==> config.mk <==
export PLATFORM = sky130hd
export DESIGN_NAME = addressable_led_serializer
export DESIGN_NICKNAME = d
export VERILOG_FILES = /design/src/rtl/als_pkg.sv /design/src/rtl/als_encoder.sv /design/src/rtl/addressable_led_serializer.sv
export SDC_FILE = /design/constraint.sdc
export NUM_CORES = 1
export LEC_CHECK = 0
export BUFFER_PORTS_ARGS = -buffer_cell sky130_fd_sc_hd__clkbuf_2
export CELL_PAD_IN_SITES_DETAIL_PLACEMENT = 0
export CELL_PAD_IN_SITES_GLOBAL_PLACEMENT = 1
export CORE_MARGIN = 2
export CORE_UTILIZATION = 47
export DETAILED_ROUTE_END_ITERATION = 10
export GPL_ROUTABILITY_DRIVEN = 0
export PLACE_DENSITY_LB_ADDON = 0.08
export SYNTH_ARGS = -nofsm -noshare
export SYNTH_HDL_FRONTEND = slang
export SYNTH_SLANG_ARGS = --single-unit
==> constraint.sdc <==
create_clock -name i_clk -period 10.2 [get_ports i_clk]
set_input_delay 1.53 -clock i_clk [delete_from_list [all_inputs] [get_ports i_clk]]
set_output_delay 1.53 -clock i_clk [all_outputs]
set_load 0.01 [all_outputs]
==> src/rtl/als_pkg.sv <==
// Shared types and constants for the addressable LED serializer.
`timescale 1ns / 1ps

package als_pkg;

    // Bits in one reordered pixel word (green, red, blue)
    localparam int unsigned WORD_BITS = 24;
    localparam int unsigned CNT_W     = 5;
    localparam int unsigned TICK_W    = 10;
    localparam int unsigned GAP_W     = 16;

    // Register indexes on the configuration port (byte address / 4)
    localparam logic [1:0] REG_ZERO_HIGH  = 2'd0;
    localparam logic [1:0] REG_ONE_HIGH   = 2'd1;
    localparam logic [1:0] REG_BIT_PERIOD = 2'd2;
    localparam logic [1:0] REG_RESET_GAP  = 2'd3;

    // Reset values, set for a 48 MHz clock
    localparam logic [TICK_W-1:0] ZERO_HIGH_RST  = 10'd19;
    localparam logic [TICK_W-1:0] ONE_HIGH_RST   = 10'd38;
    localparam logic [TICK_W-1:0] BIT_PERIOD_RST = 10'd60;
    localparam logic [GAP_W-1:0]  RESET_GAP_RST  = 16'd2400;

    // Timing registers as seen by the encoder
    typedef struct packed {
        logic [TICK_W-1:0] zero_high;
        logic [TICK_W-1:0] one_high;
        logic [TICK_W-1:0] bit_period;
        logic [GAP_W-1:0]  reset_gap;
    } t_timing;

    // One tick offered to the encoder
    typedef struct packed {
        logic       pixel_offer;
        logic [7:0] red;
        logic [7:0] green;
        logic [7:0] blue;
        logic       frame_end;
    } t_tick_in;

    // One tick of encoder output
    typedef struct packed {
        logic underrun;
        logic busy_res;
        logic pixel_taken;
        logic line_level;
    } t_tick_out;

endpackage

==> src/rtl/als_encoder.sv <==
// Pixel holding register, bit shifter and pulse timing of the LED serializer.
`timescale 1ns / 1ps

module als_encoder
    import als_pkg::*;
(
    input  logic      i_clk,
    input  logic      i_rst_n,
    input  logic      i_step,
    input  t_tick_in  i_tick,
    input  t_timing   i_timing,
    output t_tick_out o_result
);

    logic [WORD_BITS-1:0] r_shift_word, n_shift_word;
    logic                 r_shifting_last, n_shifting_last;
    logic [WORD_BITS-1:0] r_hold_word, n_hold_word;
    logic                 r_hold_valid, n_hold_valid;
    logic                 r_hold_last, n_hold_last;
    logic [CNT_W-1:0]     r_bits_left, n_bits_left;
    logic [TICK_W-1:0]    r_tick_in_bit, n_tick_in_bit;
    logic [GAP_W-1:0]     r_gap_left, n_gap_left;

    logic              load_idle;
    logic [TICK_W-1:0] high_ticks;
    logic [TICK_W:0]   tick_next;
    logic [CNT_W-1:0]  bits_dec;

    // Compute one tick of the encoder
    always_comb begin
        n_shift_word    = r_shift_word;
        n_shifting_last = r_shifting_last;
        n_hold_word     = r_hold_word;
        n_hold_valid    = r_hold_valid;
        n_hold_last     = r_hold_last;
        n_bits_left     = r_bits_left;
        n_tick_in_bit   = r_tick_in_bit;
        n_gap_left      = r_gap_left;
        o_result        = '0;

        // Idle with a pixel held: move it to the shifter on this tick
        load_idle = (r_bits_left == '0) && (r_gap_left == '0) && r_hold_valid;
        if (load_idle) begin
            n_shift_word    = r_hold_word;
            n_shifting_last = r_hold_last;
            n_hold_valid    = 1'b0;
            n_bits_left     = CNT_W'(WORD_BITS);
            n_tick_in_bit   = '0;
        end

        high_ticks = n_shift_word[WORD_BITS-1] ? i_timing.one_high : i_timing.zero_high;
        tick_next  = {1'b0, n_tick_in_bit} + 1'b1;
        bits_dec   = n_bits_left - 1'b1;

        if (n_bits_left != '0) begin
            o_result.busy_res = 1'b1;
            o_result.line_level = (high_ticks >= i_timing.bit_period) ||
                                  (n_tick_in_bit < high_ticks);
            if (tick_next >= {1'b0, i_timing.bit_period}) begin
                // Bit done: advance to the next bit
                n_tick_in_bit = '0;
                n_shift_word  = {n_shift_word[WORD_BITS-2:0], 1'b0};
                n_bits_left   = bits_dec;
                if (bits_dec == '0) begin
                    if (n_shifting_last) begin
                        n_gap_left      = i_timing.reset_gap;
                        n_shifting_last = 1'b0;
                    end else if (n_hold_valid) begin
                        n_shift_word    = r_hold_word;
                        n_shifting_last = r_hold_last;
                        n_hold_valid    = 1'b0;
                        n_bits_left     = CNT_W'(WORD_BITS);
                    end else begin
                        o_result.underrun = 1'b1;
                    end
                end
            end else begin
                n_tick_in_bit = tick_next[TICK_W-1:0];
            end
        end else if (r_gap_left != '0) begin
            // Hold the line low through the reset gap
            o_result.busy_res = 1'b1;
            n_gap_left        = r_gap_left - 1'b1;
        end

        // Take an offered pixel only if the holding register was empty
        if (i_tick.pixel_offer && !r_hold_valid) begin
            n_hold_word          = {i_tick.green, i_tick.red, i_tick.blue};
            n_hold_last          = i_tick.frame_end;
            n_hold_valid         = 1'b1;
            o_result.pixel_taken = 1'b1;
        end
    end

    // Update state on each processed tick
    always_ff @(posedge i_clk) begin
        if (!i_rst_n) begin
            r_shift_word    <= '0;
            r_shifting_last <= 1'b0;
            r_hold_word     <= '0;
            r_hold_valid    <= 1'b0;
            r_hold_last     <= 1'b0;
            r_bits_left     <= '0;
            r_tick_in_bit   <= '0;
            r_gap_left      <= '0;
        end else if (i_step) begin
            r_shift_word    <= n_shift_word;
            r_shifting_last <= n_shifting_last;
            r_hold_word     <= n_hold_word;
            r_hold_valid    <= n_hold_valid;
            r_hold_last     <= n_hold_last;
            r_bits_left     <= n_bits_left;
            r_tick_in_bit   <= n_tick_in_bit;
            r_gap_left      <= n_gap_left;
        end
    end

endmodule

==> src/rtl/addressable_led_serializer.sv <==
// Top level of the addressable LED serializer: stream ports, registers, encoder.
//
//  Channel   Direction  Payload
//  s_axis    in         tdata {blue, green, red}, tuser pixel_offer, tlast frame_end
//  m_axis    out        tdata {underrun, busy_res, pixel_taken, line_level}
//  APB       in/out     timing registers at 0x0, 0x4, 0x8, 0xC
//
// One transfer in yields one transfer out; a tick can be taken every cycle
// while the output is not stalled. A tick passes an input register, then the
// encoder step into the output register. The encoder advances only when its
// input register holds a tick and the output register is free or being
// drained, so stalls on either side just pause the line timing. Synchronous
// reset clears valid flags and encoder state and loads 48 MHz timing defaults.
`timescale 1ns / 1ps

module addressable_led_serializer
    import als_pkg::*;
(
    input  logic        i_clk,
    input  logic        i_rst_n,
    // Input stream
    input  logic        s_axis_tvalid,
    output logic        s_axis_tready,
    input  logic [23:0] s_axis_tdata,   // [7:0] red, [15:8] green, [23:16] blue
    input  logic        s_axis_tuser,   // [0] pixel_offer
    input  logic        s_axis_tlast,
    // Output stream
    output logic        m_axis_tvalid,
    input  logic        m_axis_tready,
    output logic [7:0]  m_axis_tdata,   // [0] line_level, [1] pixel_taken,
                                        // [2] busy_res, [3] underrun, rest zero
    // Configuration port
    input  logic        psel,
    input  logic        penable,
    input  logic        pwrite,
    input  logic [3:0]  paddr,
    input  logic [31:0] pwdata,
    output logic [31:0] prdata,
    output logic        pready
);

    t_timing   r_timing;
    logic      r_in_valid;
    t_tick_in  r_in_tick;
    logic      r_out_valid;
    t_tick_out r_out;
    t_tick_out step_out;
    logic      step;
    logic      cfg_wr;
    logic [1:0] reg_idx;

    assign pready  = 1'b1;
    assign cfg_wr  = psel && penable && pwrite;
    assign reg_idx = paddr[3:2];

    // Write timing registers
    always_ff @(posedge i_clk) begin
        if (!i_rst_n) begin
            r_timing.zero_high  <= ZERO_HIGH_RST;
            r_timing.one_high   <= ONE_HIGH_RST;
            r_timing.bit_period <= BIT_PERIOD_RST;
            r_timing.reset_gap  <= RESET_GAP_RST;
        end else if (cfg_wr) begin
            case (reg_idx)
                REG_ZERO_HIGH:  r_timing.zero_high  <= pwdata[TICK_W-1:0];
                REG_ONE_HIGH:   r_timing.one_high   <= pwdata[TICK_W-1:0];
                REG_BIT_PERIOD: r_timing.bit_period <= pwdata[TICK_W-1:0];
                REG_RESET_GAP:  r_timing.reset_gap  <= pwdata[GAP_W-1:0];
                default: ;
            endcase
        end
    end

    // Read back timing registers
    always_comb begin
        case (reg_idx)
            REG_ZERO_HIGH:  prdata = {22'd0, r_timing.zero_high};
            REG_ONE_HIGH:   prdata = {22'd0, r_timing.one_high};
            REG_BIT_PERIOD: prdata = {22'd0, r_timing.bit_period};
            REG_RESET_GAP:  prdata = {16'd0, r_timing.reset_gap};
            default:        prdata = '0;
        endcase
    end

    // Step the encoder when a tick is held and the output can take a result
    assign step          = r_in_valid && (!r_out_valid || m_axis_tready);
    assign s_axis_tready = !r_in_valid || step;

    // Input register
    always_ff @(posedge i_clk) begin
        if (!i_rst_n) begin
            r_in_valid <= 1'b0;
        end else if (s_axis_tready) begin
            r_in_valid <= s_axis_tvalid;
        end
    end

    always_ff @(posedge i_clk) begin
        if (s_axis_tvalid && s_axis_tready) begin
            r_in_tick.pixel_offer <= s_axis_tuser;
            r_in_tick.red         <= s_axis_tdata[7:0];
            r_in_tick.green       <= s_axis_tdata[15:8];
            r_in_tick.blue        <= s_axis_tdata[23:16];
            r_in_tick.frame_end   <= s_axis_tlast;
        end
    end

    als_encoder u_encoder (
        .i_clk    (i_clk),
        .i_rst_n  (i_rst_n),
        .i_step   (step),
        .i_tick   (r_in_tick),
        .i_timing (r_timing),
        .o_result (step_out)
    );

    // Output register
    always_ff @(posedge i_clk) begin
        if (!i_rst_n) begin
            r_out_valid <= 1'b0;
        end else if (step) begin
            r_out_valid <= 1'b1;
        end else if (m_axis_tready) begin
            r_out_valid <= 1'b0;
        end
    end

    always_ff @(posedge i_clk) begin
        if (step) begin
            r_out <= step_out;
        end
    end

    assign m_axis_tvalid = r_out_valid;
    assign m_axis_tdata  = {4'd0, r_out};

endmodule
==> metrics, run 1 <==
status=finished clean; clk_skew=0.0102 ns; crit-path max FO=34; nets=1,161; number of synthesized flops with an enable pin=30; IO Count=112; total setup buffers inserted after CTS=0; VDD IR max=125 µV; ys flop type=dfxtp_1; final count of pins violating max slew=0; Area growth, synth to finish=11.9%; Die ar.=0.0190 mm²; largest family of logic cells by synthesized area=simple AND/OR/NAND/NOR gates; ratio of cells with drive above 1 in the final layout=13.3%; Synth Area in Compound Gates=18.0%; fin crit period=5.41 ns; Synth Area in XOR/XNOR=1.04%; hold depth=2; total core area=0.0174 mm²; DR pass1 iterations=5; cell area after layout=0.00941 mm²; library cells used by synthesis=63; RSZ-0062 raised after global routing=false; Post-Route Utilization=54.0%; Routed Antenna Nets=0; Hold WC Path Type=reg -> reg; Starting Density=48.3%; total of max-cap violations=0; PostCTS Resize Cnt=0; clock tree buffer depth=2; placed insts=1,267; Site Rows=48; fin worst setup slack=4.79 ns; drt wl/cell=15.9 µm; Final Cycle Share=53.0%; post-synthesis sequential area ratio=41.6%; Worst Reg-to-Reg Cells=18; PD cells=182 mW/mm²; vias post-DR=7,056; Post-Place Setup Slack=4.75 ns; yosys synthesis warning count=0; CTS tree=built; Post-synth top cells=nand2_1 (212), dfxtp_1 (130), a21oi_1 (128); DIE WIDTH=138 µm; All-Layer GR Usage=22.6%; chip height=138 µm; initial antenna violation count=0; vias in the first global route=6,535; top cell type by total area after synthesis=dfxtp_1; highest clock rate=0.185 GHz; Yosys reg bits=160; Post-route DRC=0; hold path startpoint=u_encoder.r_hold_last$_SDFFE_PN0P_; Worst-Skew Late Latency=0.42 ns; Detailed Route WL=20,600 µm; Vias per Instance=5.43; Finish-stage setup viols=0; critical path arrival=5.73 ns; Crit Path Class=reg -> reg; pin count of the biggest net entering global routing=66; WP data required=10.52 ns; main area contributors after synthesis=dfxtp_1 (31%), edfxtp_1 (11%), nand2_1 (9.5%); clock sinks=160; diode count=0; cts hold-fix bufs=0; CTS Buf Count=17; leakage power=3.97 nW; first-pass GRT wire length=33,500 µm; Clk pin slew, worst setup/hold paths=0.07 ns; Clock Tree Root=clkbuf_16; adder-cell share of the synthesized area=4.61%; Post-Syn Area=0.00841 mm²; setup_tns=0 ns; IO buf count=72; Total Power=1.72 mW; multiplexer share of the synthesized area=6.28%; asr flop ratio synth=0%; Worst Setup End Kind=flip-flop; worst slew pin tran=0.992 ns; crit path from=u_encoder.r_gap_left[0]$_SDFFE_PN0P_; non-filler instance count after layout=1,299; H-tree level count=4; RR Startpoint=u_encoder.r_gap_left[0]$_SDFFE_PN0P_; Placement Cell Area=0.00878 mm²; final hold vios=0; Rel. slew slack=33.7%; Hold WS=0.454 ns; Avg Cell Area, Syn=8.20 µm²; Synth top area share=30.9%; Synth Instances=1,026; gr ovfl total=0; simple-gate share of the synthesized area=21.6%; 1st-iter DRT viols=441; Setup crit start kind=flip-flop; detailed-placement wirelength estimate=13,900 µm; count leader, synth=nand2_1
==> metal layers <==
metal / global-route usage, % / up-vias / routed length, µm
met4: 5.33 / 0 / 172
met1: 30.2 / 3291 / 9950
met5: 0 / - / 0
li1: - / 3616 / -
met2: 38.1 / 140 / 9780
met3: 4.16 / 9 / 721
==> where the power goes <==
group	total, mW	switching [mW]	leakage, nW	internal, mW
clock network	0.690	0.274	0.305	0.417
logic	0.321	0.199	2.32	0.122
registers	0.706	0.0265	1.35	0.679
==> registers in the layout, indices dropped and copies added, names as in the netlist <==
signal,cells
r_timing,46
r_in_tick,26
u_encoder.r_hold_word,24
u_encoder.r_shift_word,24
u_encoder.r_gap_left,16
u_encoder.r_tick_in_bit,10
u_encoder.r_bits_left,5
m_axis_tdata,4
m_axis_tvalid,1
r_in_valid,1
u_encoder.r_hold_last,1
u_encoder.r_hold_valid,1
u_encoder.r_shifting_last,1
==> layout make-up <==
type | instances | area (µm²)
clock buffer | 19 | 433
clock inverter | 13 | 200
fill | 1701 | 8010
inverter | 28 | 105
multi-input combinational | 768 | 4420
sequential | 160 | 3500
tap | 225 | 282
timing repair buffer | 86 | 465
==> critical path: stages (launching register included) <==
cell      delay (ns)
dfxtp_1         0.33
inv_1           0.08
ha_1            0.19
nor3b_2         0.38
nand4_2         0.29
nor2_4          0.82
nor2b_1         0.20
nand3_1         0.16
xor2_1          0.21
nor2_1          0.07
ha_1            0.33
nand3_1         0.13
a31oi_1         0.07
a211oi_1        0.22
o21ai_1         0.14
or2_1           0.54
a22oi_4         0.76
nor2_1          0.12
o221a_1         0.25
==> cell usage in the layout (no fill, tap or decap), types with 10 or more instances in the layout <==
master and n:
a21oi_1 128, buf_4 14, clkbuf_16 17, clkbuf_2 72
conb_1 21, dfxtp_1 130, edfxtp_1 30, ha_1 31
inv_1 27, mux2i_1 28, mux4_2 10, nand2_1 212
nand3_1 33, nand4_1 10, nor2_1 83, nor3_1 11
o211ai_1 12, o21ai_0 58, o31ai_1 11
==> worst paths after layout <==
kind                                           endpoint  slack [ns]
setup reg to reg  u_encoder.r_gap_left[13]$_SDFFE_PN0P_        4.79
hold reg to reg      u_encoder.r_hold_last$_SDFFE_PN0P_        0.45
setup / recovery  u_encoder.r_gap_left[13]$_SDFFE_PN0P_        4.79
hold / removal       u_encoder.r_hold_last$_SDFFE_PN0P_        0.45
==> logic make-up (layout without fill, tap and decap cells) <==
kind of cell	count (synthesis)	count (layout)
buffers and inverters	117	146
other	2	21
multiplexers	39	39
AND/OR/NAND/NOR	406	406
AO/OA/AOI/OAI	261	261
XOR/XNOR	10	10
flip-flops	160	160
adder cells (fa/ha/maj)	31	31
(Power assumes the default switching activity.)
==> inputs of run 2 (changes only) <==
CORE_UTILIZATION = 43   (was 47)
clock period = 5.6 ns   (was 10.2 ns; I/O delays follow)
==> metrics, run 2 (synthesized netlist as in run 1, its figures left out) <==
Die ar.=0.0207 mm² (+9.0%); clock tree buffer depth=2 (unchanged); RSZ-0062 raised after global routing=false; vias post-DR=7,109 (+0.75%); Post-Place Setup Slack=1.04 ns (-3.71 ns); initial antenna violation count=0 (unchanged); Critical Path Slowest Stage Cell=a22oi_4; diode count=0 (unchanged); cts hold-fix bufs=0 (unchanged); Hold WC Path Type=reg -> reg; total of max-cap violations=0 (unchanged); drt wl/cell=16.1 µm (+1.1%); R2R Setup Slk=1.02 ns (-3.78 ns); Worst-Skew Late Latency=0.44 ns (+0.02 ns); nets=1,164 (+0.26%); most common cell after layout, fill and taps aside=nand2_1; WP data required=5.93 ns (-4.59 ns); chip height=144 µm (+4.4%); gr ovfl total=0 (unchanged); met2 Resource Use GR=35.6% (-2.5 points); DR pass1 iterations=5 (unchanged); Setup crit start kind=flip-flop; status=finished clean; fin worst setup slack=1.02 ns (-3.78 ns); Crit Path Class=reg -> reg; CP top delay family=simple AND/OR/NAND/NOR gates; met1 Use GR=29.3% (-0.90 points); PostCTS Resize Cnt=0 (unchanged); Final Cycle Share=81.9% (+29 points); Largest stage delay, worst path=0.64 ns (-0.18 ns); RR Startpoint=u_encoder.r_gap_left[0]$_SDFFE_PN0P_; total setup buffers inserted after CTS=0 (unchanged); Biggest register=r_timing; setup_tns=0 ns (unchanged); vias in the first global route=6,526 (-0.14%); Vias per Instance=5.30 (-2.5%); top flop regs=r_timing: 46 flops, r_in_tick: 26 flops; final hold vios=0 (unchanged); IO Count=112 (unchanged); cell area after layout=0.00947 mm² (+0.66%); Worst Reg-to-Reg Cells=18 (unchanged); All-Layer GR Usage=21.6% (-1.0 points); ratio of cells with drive above 1 in the final layout=13.6% (+0.33 points); leakage power=3.98 nW (+0.24%); Detailed Route WL=21,500 µm (+4.4%); detailed-placement wirelength estimate=14,500 µm (+4.8%); Clk pin slew, worst setup/hold paths=0.07 ns (about the same); Clock Tree Root=clkbuf_16; hold path startpoint=u_encoder.r_hold_last$_SDFFE_PN0P_; Worst Setup End Kind=flip-flop; fin crit period=4.58 ns (-0.820 ns); crit-path cells=inv_1 -> ha_1 -> nor3b_2 -> nand4_2 -> nor2_4 -> nor2b_1 -> nand3_1 -> xor2_1 -> nor2_1 -> ha_1 -> nand3_1 -> a31oi_1 -> a211oi_1 -> o21ai_1 -> or2_1 -> a22oi_4 -> nor2_1 -> o221a_1; DIE WIDTH=144 µm (+4.4%); worst flop-to-flop path endpoint=u_encoder.r_gap_left[13]$_SDFFE_PN0P_; PD cells=331 mW/mm² (+81%); critical path arrival=4.92 ns (-0.81 ns); pin count of the biggest net entering global routing=59 (-11%); Site Rows=51 (+6.3%); Routed Antenna Nets=0 (unchanged); Finish-stage setup viols=0 (unchanged); Rel. slew slack=33.7% (about the same); commonest cells after routing, fill and taps aside=nand2_1 (212), dfxtp_1 (130), a21oi_1 (128); worst slew pin tran=0.992 ns (+0.000408 ns); H-tree level count=4 (unchanged); clock sinks=160 (unchanged); first-pass GRT wire length=34,700 µm (+3.6%); highest clock rate=0.218 GHz (+18%); hold depth=2 (unchanged); total core area=0.0193 mm² (+11%); Fillers=1,949 (+15%); global routing usage on met3=3.57% (-0.59 points); 1st-iter DRT viols=417 (-5.4%); WP buf/inv=1 (unchanged); GRT Max-Usage Layer=met2; VDD IR max=263 µV (+110%); CTS tree=built; Largest register FFs=46 (unchanged); final count of pins violating max slew=0 (unchanged); Endpoint, Worst Hold=u_encoder.r_hold_last$_SDFFE_PN0P_; Placement Cell Area=0.00885 mm² (+0.83%); IO buf count=72 (unchanged); Post-route DRC=0 (unchanged); Starting Density=43.5% (-4.8 points); Area growth, synth to finish=12.6%; clk_skew=0.0131 ns (+0.00293 ns); CTS Buf Count=17 (unchanged); crit-path max FO=31 (-8.8%)
## run 2: worst max path at each step
stage	start	depth (start not counted)	endpoint	slack, ns
final	u_encoder.r_gap_left[0]$_SDFFE_PN0P_	18	u_encoder.r_gap_left[13]$_SDFFE_PN0P_	1.02
after global routing	u_encoder.r_gap_left[0]$_SDFFE_PN0P_	18	u_encoder.r_gap_left[13]$_SDFFE_PN0P_	0.50
after CTS	u_encoder.r_gap_left[0]$_SDFFE_PN0P_	18	u_encoder.r_gap_left[13]$_SDFFE_PN0P_	1.01
after detailed placement	u_encoder.r_gap_left[0]$_SDFFE_PN0P_	18	u_encoder.r_gap_left[13]$_SDFFE_PN0P_	1.04
after global placement	u_encoder.r_gap_left[0]$_SDFFE_PN0P_	18	u_encoder.r_gap_left[13]$_SDFFE_PN0P_	1.05
after floorplan	u_encoder.r_gap_left[0]$_SDFFE_PN0P_	18	m_axis_tdata[0]$_SDFFCE_PP0P_	1.65
## run 2: layout make-up
type	instances	area, µm²	share of cell area [%]
clock inverters	14	194	2.05
inverters	28	105	1.11
flip-flops and latches	160	3500	37.0
multi-input cells	768	4420	46.7
well taps	265	332	3.50
repair buffers	89	488	5.15
clock buffers	18	429	4.53
## run 2: routing by layer
metal  up-vias  wire length, µm
li1       3628                -
met1      3331            10600
met2       129            10000
met3        21              718
met4         0              267
met5         -                0
## run 2: metrics by stage
step	cells	power (mW)	util (%)	hold slack, ns
after CTS	1342	3.16	49.0	0.464
final	1342	3.13	49.0	0.462
after global routing	1342	3.30	49.0	0.490
after detailed placement	1310	1.91	45.8	0.455
after floorplan	1045	1.77	-	0.436
after global placement	1310	1.91	45.8	0.448
## run 2: worst reg2reg max path, stage by stage (launching register included)
cell	delay, ns
dfxtp_1	0.33
inv_1	0.08
ha_1	0.19
nor3b_2	0.39
nand4_2	0.29
nor2_4	0.45
nor2b_1	0.18
nand3_1	0.13
xor2_1	0.19
nor2_1	0.07
ha_1	0.30
nand3_1	0.13
a31oi_1	0.07
a211oi_1	0.22
o21ai_1	0.15
or2_1	0.30
a22oi_4	0.64
nor2_1	0.13
o221a_1	0.25
## run 2: power breakdown
group	leakage (nW)	total, mW	internal (mW)	switching [mW]
clock network	0.300	1.25	0.720	0.531
logic	2.34	0.596	0.225	0.371
registers	1.35	1.28	1.24	0.0482
==> inputs of run 3 (changes only) <==
CORE_UTILIZATION = 39   (was 43)
clock period = 3.96 ns   (was 5.6 ns; I/O delays follow)
==> metrics, run 3 (synthesized netlist as in run 1, its figures left out) <==
Crit Path Class=reg -> reg; Post-Route Utilization=46.3% (-2.7 points); RR Startpoint=u_encoder.r_gap_left[0]$_SDFFE_PN0P_; hold depth=1 (-1); Endpoint, Worst Hold=r_in_tick[6]$_DFFE_PP_; drt wl/cell=16.0 µm (-0.40%); most common cell after layout, fill and taps aside=nand2_1; chip height=151 µm (+4.9%); CTS tree=built; R2R Setup Slk=0.20 ns (-0.82 ns); vias post-DR=7,172 (+0.89%); Detailed Route WL=22,000 µm (+2.3%); IO Count=112 (unchanged); Total Power=4.45 mW (+42%); diode count=0 (unchanged); detailed-placement wirelength estimate=15,200 µm (+4.8%); VDD IR max=311 µV (+18%); Die ar.=0.0228 mm² (+10%); Fillers=2,135 (+9.5%); Site Rows=53 (+3.9%); Multi-input gate area=0.00448 mm² (+1.3%); commonest cells after routing, fill and taps aside=nand2_1 (212), dfxtp_1 (130), a21oi_1 (128); Post-route DRC=0 (unchanged); Worst-Skew Late Latency=0.43 ns (about the same); Rel. slew slack=42.8% (+9.1 points); Starting Density=39.9% (-3.6 points); Clk pin slew, worst setup/hold paths=0.07 ns (about the same); final count of pins violating max slew=0 (unchanged); Placement Cell Area=0.00909 mm² (+2.7%); final hold vios=0 (unchanged); pin count of the biggest net entering global routing=48 (-19%); top flop regs=r_timing: 46 flops, r_in_tick: 26 flops; clock sinks=160 (unchanged); gr ovfl total=0 (unchanged); DIE WIDTH=151 µm (+4.9%); critical path arrival=3.93 ns (-0.99 ns); Area growth, synth to finish=16.0%; fin crit period=3.76 ns (-0.822 ns); total core area=0.0211 mm² (+9.1%); H-tree level count=4 (unchanged); WP data required=4.13 ns (-1.80 ns); CTS Buf Count=17 (unchanged); leakage power=4.11 nW (+3.2%); Clock Tree Root=clkbuf_16; Vias per Instance=5.20 (-1.7%); clock tree buffer depth=2 (unchanged); Worst Setup End Kind=flip-flop; Finish-stage setup viols=0 (unchanged); 1st-iter DRT viols=356 (-15%); highest clock rate=0.266 GHz (+22%); Reg area=0.00350 mm² (unchanged); PD cells=456 mW/mm² (+38%); Routed Antenna Nets=0 (unchanged); worst slew pin tran=0.857 ns (-0.135 ns); non-filler instance count after layout=1,378 (+2.7%); status=finished clean; Biggest register=r_timing; RSZ-0062 raised after global routing=true; Final Cycle Share=95.0% (+13 points); All-Layer GR Usage=20.1% (-1.5 points); Setup crit start kind=flip-flop; Largest register FFs=46 (unchanged); Hold WC Path Type=in -> reg; crit-path max FO=8 (-74%); hold path startpoint=s_axis_tdata[21]; fin worst setup slack=0.197 ns (-0.818 ns); Post-Place Setup Slack=0.0552 ns (-0.984 ns); vias in the first global route=6,770 (+3.7%); cell area after layout=0.00976 mm² (+3.0%); IO buf count=72 (unchanged); first-pass GRT wire length=36,000 µm (+3.7%); initial antenna violation count=0 (unchanged); worst flop-to-flop path endpoint=m_axis_tdata[0]$_SDFFCE_PP0P_; placed insts=1,345 (+2.7%); DR pass1 iterations=5 (unchanged); Worst Reg-to-Reg Cells=20 (+2); ratio of cells with drive above 1 in the final layout=16.5% (+2.9 points); total of max-cap violations=0 (unchanged); nets=1,190 (+2.2%); clk_skew=0.0117 ns (-0.00144 ns)
[run 3: worst max path at each step]
stage | from | endpoint | slack (ns)
6_report | u_encoder.r_gap_left[0]$_SDFFE_PN0P_ | m_axis_tdata[0]$_SDFFCE_PP0P_ | 0.20
3_3_place_gp | u_encoder.r_gap_left[0]$_SDFFE_PN0P_ | m_axis_tdata[0]$_SDFFCE_PP0P_ | 0.07
3_5_place_dp | u_encoder.r_gap_left[0]$_SDFFE_PN0P_ | m_axis_tdata[0]$_SDFFCE_PP0P_ | 0.06
4_1_cts | u_encoder.r_gap_left[0]$_SDFFE_PN0P_ | m_axis_tdata[0]$_SDFFCE_PP0P_ | 0.02
5_1_grt | u_encoder.r_gap_left[0]$_SDFFE_PN0P_ | m_axis_tdata[0]$_SDFFCE_PP0P_ | -0.05
2_1_floorplan | u_encoder.r_gap_left[0]$_SDFFE_PN0P_ | m_axis_tdata[0]$_SDFFCE_PP0P_ | 0.01
[run 3: cell type report]
| type | instances | area share [%] |
|---|---|---|
| Multi-Input combinational cell | 768 | 45.9 |
| Sequential cell | 160 | 35.9 |
| Timing Repair Buffer | 115 | 7.46 |
| Clock buffer | 17 | 4.36 |
| Tap cell | 275 | 3.53 |
| Clock inverter | 15 | 1.76 |
| Inverter | 28 | 1.08 |
[run 3: power breakdown]
group	internal [mW]	switching [mW]
logic	0.404	0.547
registers	1.75	0.0611
clock network	0.950	0.739
[run 3: metal layers]
layer / vias up / GRT usage (%) / part of all wire, %
li1: 3689 / - / -
met5: - / 0 / 0
met4: 0 / 5.00 / 1.2
met1: 3311 / 27.6 / 48
met2: 152 / 33.5 / 47
met3: 20 / 2.77 / 3.8
[run 3: critical path: stages, from the launching register on]
cell      delay (ns)
dfxtp_1         0.33
inv_1           0.08
ha_2            0.19
nor3b_4         0.23
buf_6           0.14
nand4b_4        0.11
nor3_2          0.18
buf_4           0.18
mux2i_2         0.22
buf_6           0.21
mux2i_4         0.26
inv_1           0.07
ha_1            0.28
a21o_1          0.16
a21oi_1         0.13
o21ai_1         0.09
a21o_1          0.20
a211oi_2        0.21
nor2_1          0.07
nor2_1          0.09
a21oi_1         0.07
[run 3: stage by stage]
| stage | hold slack (ns) | setup TNS [ns] |
|---|---|---|
| floorplan | 0.436 | 0 |
| global placement | 0.449 | 0 |
| detailed placement | 0.450 | 0 |
| CTS | 0.319 | 0 |
| global route | 0.319 | -0.0498 |
| finish | 0.332 | 0 |
[run 3: timing repair]
action | CTS | global route
setup buffers | 0 | 1
hold buffers | 0 | 0
gates resized for setup | 0 | 15
endpoints found under the setup margin | 0 | 24
